[config.mk]
export PLATFORM = sky130hd
export DESIGN_NAME = tcld_div
export DESIGN_NICKNAME = d
export VERILOG_FILES = /design/src/rtl/core/tcld_pkg.sv /design/src/rtl/core/tcld_div.sv
export SDC_FILE = /design/constraint.sdc
export NUM_CORES = 1
export LEC_CHECK = 0
export ABC_CLOCK_PERIOD_IN_PS = 2100
export BUFFER_PORTS_ARGS = -buffer_cell sky130_fd_sc_hd__buf_2
export CORE_ASPECT_RATIO = 0.9
export CORE_UTILIZATION = 25
export CTS_CLUSTER_DIAMETER = 100
export DETAILED_ROUTE_END_ITERATION = 7
export PLACE_DENSITY_LB_ADDON = 0.08
export SYNTH_ARGS = -nofsm -noshare
export SYNTH_HDL_FRONTEND = slang
export SYNTH_SLANG_ARGS = --single-unit
export TNS_END_PERCENT = 1
[constraint.sdc]
create_clock -name clk -period 2.1 [get_ports clk]
set_input_delay 0.42 -clock clk [delete_from_list [all_inputs] [get_ports clk]]
set_output_delay 0.42 -clock clk [all_outputs]
set_load 0.05 [all_outputs]
[src/rtl/core/tcld_pkg.sv]
// Shared types, constants and address helper for the tiled canvas line draw block.
// Used by tcld_div, tcld_canvas and tiled_canvas_line_draw.
`default_nettype none
package tcld_pkg;

	localparam int ADDR_W      = 14;
	localparam int CANVAS_DEPTH = 1 << ADDR_W;
	localparam int COORD_W     = 7;
	localparam int PIX_W       = 8;
	localparam int FRAC_W      = 9;
	localparam int DIVD_W      = COORD_W + 8;
	localparam int CNT_W       = 4;

	localparam logic [COORD_W-1:0] ROW_MAX    = 7'd127;
	localparam logic [FRAC_W-1:0]  FRAC_START = 9'h080;

	typedef logic [ADDR_W-1:0]  addr_t;
	typedef logic [COORD_W-1:0] coord_t;
	typedef logic [PIX_W-1:0]   pix_t;

	typedef enum logic [1:0] {
		CMD_DRAW  = 2'd0,
		CMD_WRITE = 2'd1,
		CMD_READ  = 2'd2,
		CMD_NONE  = 2'd3
	} cmd_t;

	typedef struct packed {
		logic  en;
		addr_t addr;
		pix_t  data;
	} canvas_wr_t;

	// 8x8 tiles, 16 tiles per row: {ty, tx, y in tile, x in tile}
	function automatic addr_t tile_addr(input coord_t x, input coord_t y);
		return {y[6:3], x[6:3], y[2:0], x[2:0]};
	endfunction

endpackage
`default_nettype wire

[src/rtl/core/tcld_div.sv]
// Restoring radix-2 divider, one quotient bit per cycle.
// Depends on tcld_pkg for widths.
`default_nettype none
module tcld_div (
	input  wire logic                        clk,
	input  wire logic                        arst_n,
	input  wire logic                        start,
	input  wire logic [tcld_pkg::DIVD_W-1:0] dividend,
	input  wire tcld_pkg::coord_t            divisor,
	output logic                             done,
	output logic [tcld_pkg::DIVD_W-1:0]      quotient
);

	logic                          busy_q;
	logic                          done_q;
	logic [tcld_pkg::CNT_W-1:0]    cnt_q;
	tcld_pkg::coord_t              rem_q;
	tcld_pkg::coord_t              dvs_q;
	logic [tcld_pkg::DIVD_W-1:0]   quo_q;

	logic [tcld_pkg::COORD_W:0]    trial;
	logic                          ge;

	assign trial = {rem_q, quo_q[tcld_pkg::DIVD_W-1]};
	assign ge    = trial >= {1'b0, dvs_q};

	always_ff @(posedge clk or negedge arst_n) begin
		if (!arst_n) begin
			busy_q <= 1'b0;
			done_q <= 1'b0;
			cnt_q  <= '0;
		end else begin
			done_q <= 1'b0;
			if (start) begin
				busy_q <= 1'b1;
				cnt_q  <= tcld_pkg::CNT_W'(tcld_pkg::DIVD_W);
				rem_q  <= '0;
				dvs_q  <= divisor;
				quo_q  <= dividend;
			end else if (busy_q) begin
				// remainder stays below the divisor, so 7 bits hold it
				rem_q <= ge ? tcld_pkg::COORD_W'(trial - {1'b0, dvs_q})
				            : trial[tcld_pkg::COORD_W-1:0];
				quo_q <= {quo_q[tcld_pkg::DIVD_W-2:0], ge};
				cnt_q <= cnt_q - 1'b1;
				if (cnt_q == tcld_pkg::CNT_W'(1)) begin
					busy_q <= 1'b0;
					done_q <= 1'b1;
				end
			end
		end
	end

	assign done     = done_q;
	assign quotient = quo_q;

endmodule
`default_nettype wire

==> load_flow_metrics.sql <==
INSERT INTO impl_metrics (metric_group, metric, value, unit) VALUES
('routing', 'vias', '1343', ''),
('power_and_ir_drop', 'power.share.switching', '30.83', '%'),
('critical_path', 'critical_path_depth', '7', ''),
('clocking', 'max-clock-path-buffers', '2', ''),
('placed_design', 'gp_congestion', '0.7971', ''),
('timing', 'fmax', '464.8', 'MHz'),
('global_routing', 'global_route.usage.total', '10.85', '%'),
('yosys', 'synth.lib_cells_used.distinct', '44', ''),
('floorplanning', 'die_height', '84.88', 'µm'),
('global_routing', 'maximum_number_of_pins_on_one_net_before_global_route_repair', '24', ''),
('timing', 'grt_setup_unrepaired', 'yes', ''),
('finish', 'antenna_cells_inserted', '0', ''),
('yosys', 'syn_area', '1908', 'µm²'),
('finish', 'layout.nets', '246', ''),
('yosys', 'synth_cells', '154', ''),
('yosys', 'syn-mean-instance-area', '12.39', 'µm²'),
('timing', 'clock_skew', '0.01612', 'ns'),
('yosys', 'synth_area_leaders', 'sky130_fd_sc_hd__edfxtp_1 46%, sky130_fd_sc_hd__mux2_1 8.3%, sky130_fd_sc_hd__dfrtp_1 7.9%', ''),
('yosys', 'synth_enable_flop_cells', '29', ''),
('yosys', 'yosys_warns', '0', ''),
('timing', 'final.min_clock_period', '2.151', 'ns'),
('timing', 'final-hold-violation-count', '0', ''),
('finish', 'areaGrowthSynthToFinish', '28.72', '%'),
('floorplanning', 'io_pins', '41', ''),
('clocking', 'numCtsBuffers', '5', ''),
('finish', 'final_layout_size_suffix_gt1_share', '36.79', '%'),
('routing', 'drt_first_pass_iters', '4', ''),
('yosys', 'synth.net_count', '189', ''),
('timing', 'slew_headroom', '49.06', '%'),
('clocking', 'worstSkewPairLatency', '0.29', 'ns'),
('critical_path', 'crit_buf_inv', '0', ''),
('status', 'outcome', 'complete, but fails checks', ''),
('floorplanning', 'num_rows', '29', ''),
('critical_path', 'cp-end-kind', 'flip-flop', ''),
('power_and_ir_drop', 'cellPowerDensity', '781.2', 'nW/µm²'),
('timing', 'setup_violations', '4', ''),
('routing', 'initialDrtViolationCount', '54', ''),
('power_and_ir_drop', 'vdd_ir_drop_max', '0.2650', 'mV'),
('power_and_ir_drop', 'total_leakage_power', '0.001010', 'µW'),
('critical_path', 'cp-startpoint', 'dvs_q[0]$_DFFE_PP_', ''),
('critical_path', 'timing.critical_path.max_delay_family', 'adder cells', ''),
('yosys', 'synthMostInstantiatedCell', 'sky130_fd_sc_hd__edfxtp_1', ''),
('critical_path', 'chain_of_cells_forming_the_critical_path', 'ha_4 -> fa_2 -> nand2b_4 -> a211oi_4 -> or3_4 -> mux2i_1 -> a211oi_1', ''),
('routing', 'routed_wirelength', '4015', 'µm'),
('yosys', 'postSynth.topFlopCell', 'sky130_fd_sc_hd__edfxtp_1', ''),
('power_and_ir_drop', 'power.combinational.fraction', '30.5', '%'),
('job', 'timing.max_cap.violations', '0', ''),
('critical_path', 'r2r_slack', '-0.05', 'ns'),
('critical_path', 'cp_slowest_cell', 'sky130_fd_sc_hd__edfxtp_1', ''),
('global_routing', 'antenna_found_initial', '0', ''),
('critical_path', 'crit_type', 'reg -> reg', ''),
('routing', 'via_per_inst', '4.403', ''),
('timing', 'worst_tran_pin_value', '0.7641', 'ns'),
('power_and_ir_drop', 'cellInternalPower', '1327', 'µW'),
('clocking', 'clk_pin_slew', '0.08', 'ns'),
('yosys', 'post-synth-top-area-cell', 'sky130_fd_sc_hd__edfxtp_1', ''),
('yosys', 'synth-async-reset-ratio', '17.14', '%'),
('critical_path', 'reg2regPathDepth', '7', ''),
('routing', 'wire_per_inst', '13.16', 'µm'),
('power_and_ir_drop', 'clkPwrFrac', '24.6', '%'),
('floorplanning', 'core_box_area', '7221', 'µm²'),
('timing', 'post-route-worst-setup-slack', '-0.05131', 'ns'),
('critical_path', 'crit_path_max_incr_delay', '0.42', 'ns'),
('floorplanning', 'floorplan.die.width', '94.09', 'µm'),
('power_and_ir_drop', 'p_sw', '591.5', 'µW'),
('status', 'failed_checks', 'setup timing', ''),
('global_routing', 'global_route_wire_length_before_repair', '6672', 'µm'),
('placed_design', 'io_buffers', '40', ''),
('clocking', 'h_tree_levels', '2', ''),
('critical_path', 'regToRegStartpoint', 'dvs_q[0]$_DFFE_PP_', ''),
('floorplanning', 'floorplan.initialDensity', '26.43', '%');
[registers in the layout, indices dropped and copies added (netlist names)]
| name | flops |
|---|---|
| busy_q | 1 |
| cnt_q | 4 |
| rem_q | 7 |
| dvs_q | 7 |
| done | 1 |
| quotient | 15 |
[power by group through the flow]
stage | Combinational (µW) | Sequential (µW) | Clock (µW)
2_1_floorplan | 315 | 945 | 0
3_3_place_gp | 554 | 875 | 0
3_5_place_dp | 561 | 875 | 0
4_1_cts | 582 | 860 | 495
5_1_grt | 640 | 869 | 523
6_report | 585 | 861 | 473
[per-layer routing]
layer | share of wire [%] | track usage [%]
met1 | 44 | 12.73
met2 | 52 | 18.91
met3 | 2.2 | 2.688
met4 | 1.4 | 4.336
met5 | 0 | 0
[cell usage in the layout, fill, tap and decap left out, types with 2 or more instances in the layout]
cell / instances
sky130_fd_sc_hd__buf_2: 40
sky130_fd_sc_hd__edfxtp_1: 29
sky130_fd_sc_hd__buf_4: 15
sky130_fd_sc_hd__mux2_1: 14
sky130_fd_sc_hd__nor2_1: 13
sky130_fd_sc_hd__inv_1: 9
sky130_fd_sc_hd__ha_1: 7
sky130_fd_sc_hd__a21oi_1: 6
sky130_fd_sc_hd__dfrtp_1: 6
sky130_fd_sc_hd__nand2_1: 5
sky130_fd_sc_hd__nand2b_1: 5
sky130_fd_sc_hd__clkbuf_8: 5
sky130_fd_sc_hd__o21ai_1: 4
sky130_fd_sc_hd__mux2i_1: 4
sky130_fd_sc_hd__inv_2: 3
sky130_fd_sc_hd__xnor2_1: 3
sky130_fd_sc_hd__a211oi_1: 3
sky130_fd_sc_hd__nand3_1: 2
sky130_fd_sc_hd__or4_1: 2
sky130_fd_sc_hd__nor3b_1: 2
sky130_fd_sc_hd__a31o_1: 2
sky130_fd_sc_hd__a311oi_2: 2
sky130_fd_sc_hd__xor2_1: 2
sky130_fd_sc_hd__ha_4: 2
sky130_fd_sc_hd__clkbuf_1: 2
[cells by family after synthesis]
kind of cell             count (synthesis)  share of synthesized area, %
AO/OA/AOI/OAI                           26                         10.36
XOR/XNOR                                 5                         2.296
adder cells (fa/ha/maj)                 10                         6.951
buffers and inverters                   18                         3.738
flip-flops                              35                         53.51
multiplexers                            20                         11.74
AND/OR/NAND/NOR                         40                         11.41
[worst min-delay path by stage]
stage	from	end	cells after the start
floorplan	arst_n	busy_q$_DFF_PN0_	0
global placement	arst_n	cnt_q[2]$_DFFE_PN0N_	1
detailed placement	arst_n	cnt_q[1]$_DFFE_PN0N_	1
CTS	divisor[3]	dvs_q[3]$_DFFE_PP_	1
global route	divisor[5]	dvs_q[5]$_DFFE_PP_	1
finish	divisor[3]	dvs_q[3]$_DFFE_PP_	1
[final cells by class]
class	count	area, µm²
timing repair buffer	56	322.8
fill	729	4765
inverter	12	45.04
clock inverter	1	5.005
clock buffer	7	76.32
sequential	35	1021
tap	93	116.4
multi-input combinational	101	869.6
[per-stage QoR]
step           worst slack, ns  cell area [µm²]  instances  util [%]  setup TNS [ns]
2_1_floorplan          -0.3391             1921        154         -          -2.193
3_3_place_gp          -0.05107             2323        296     32.18         -0.1538
3_5_place_dp           -0.1146             2323        296     32.18         -0.3241
4_1_cts               -0.04153             2434        305     33.70         -0.1088
5_1_grt                -0.1220             2456        305     34.01         -0.6953
6_report              -0.05131             2456        305     34.01         -0.1413
[what timing repair did]
item                                    CTS  global route
gates resized for setup                   4             2
endpoints found under the hold margin     6             0
hold buffers                              1             0
buffers inserted                          0             0
endpoints found under the setup margin    8             8
pin swaps                                 4             1
(Power assumes the default switching activity.)
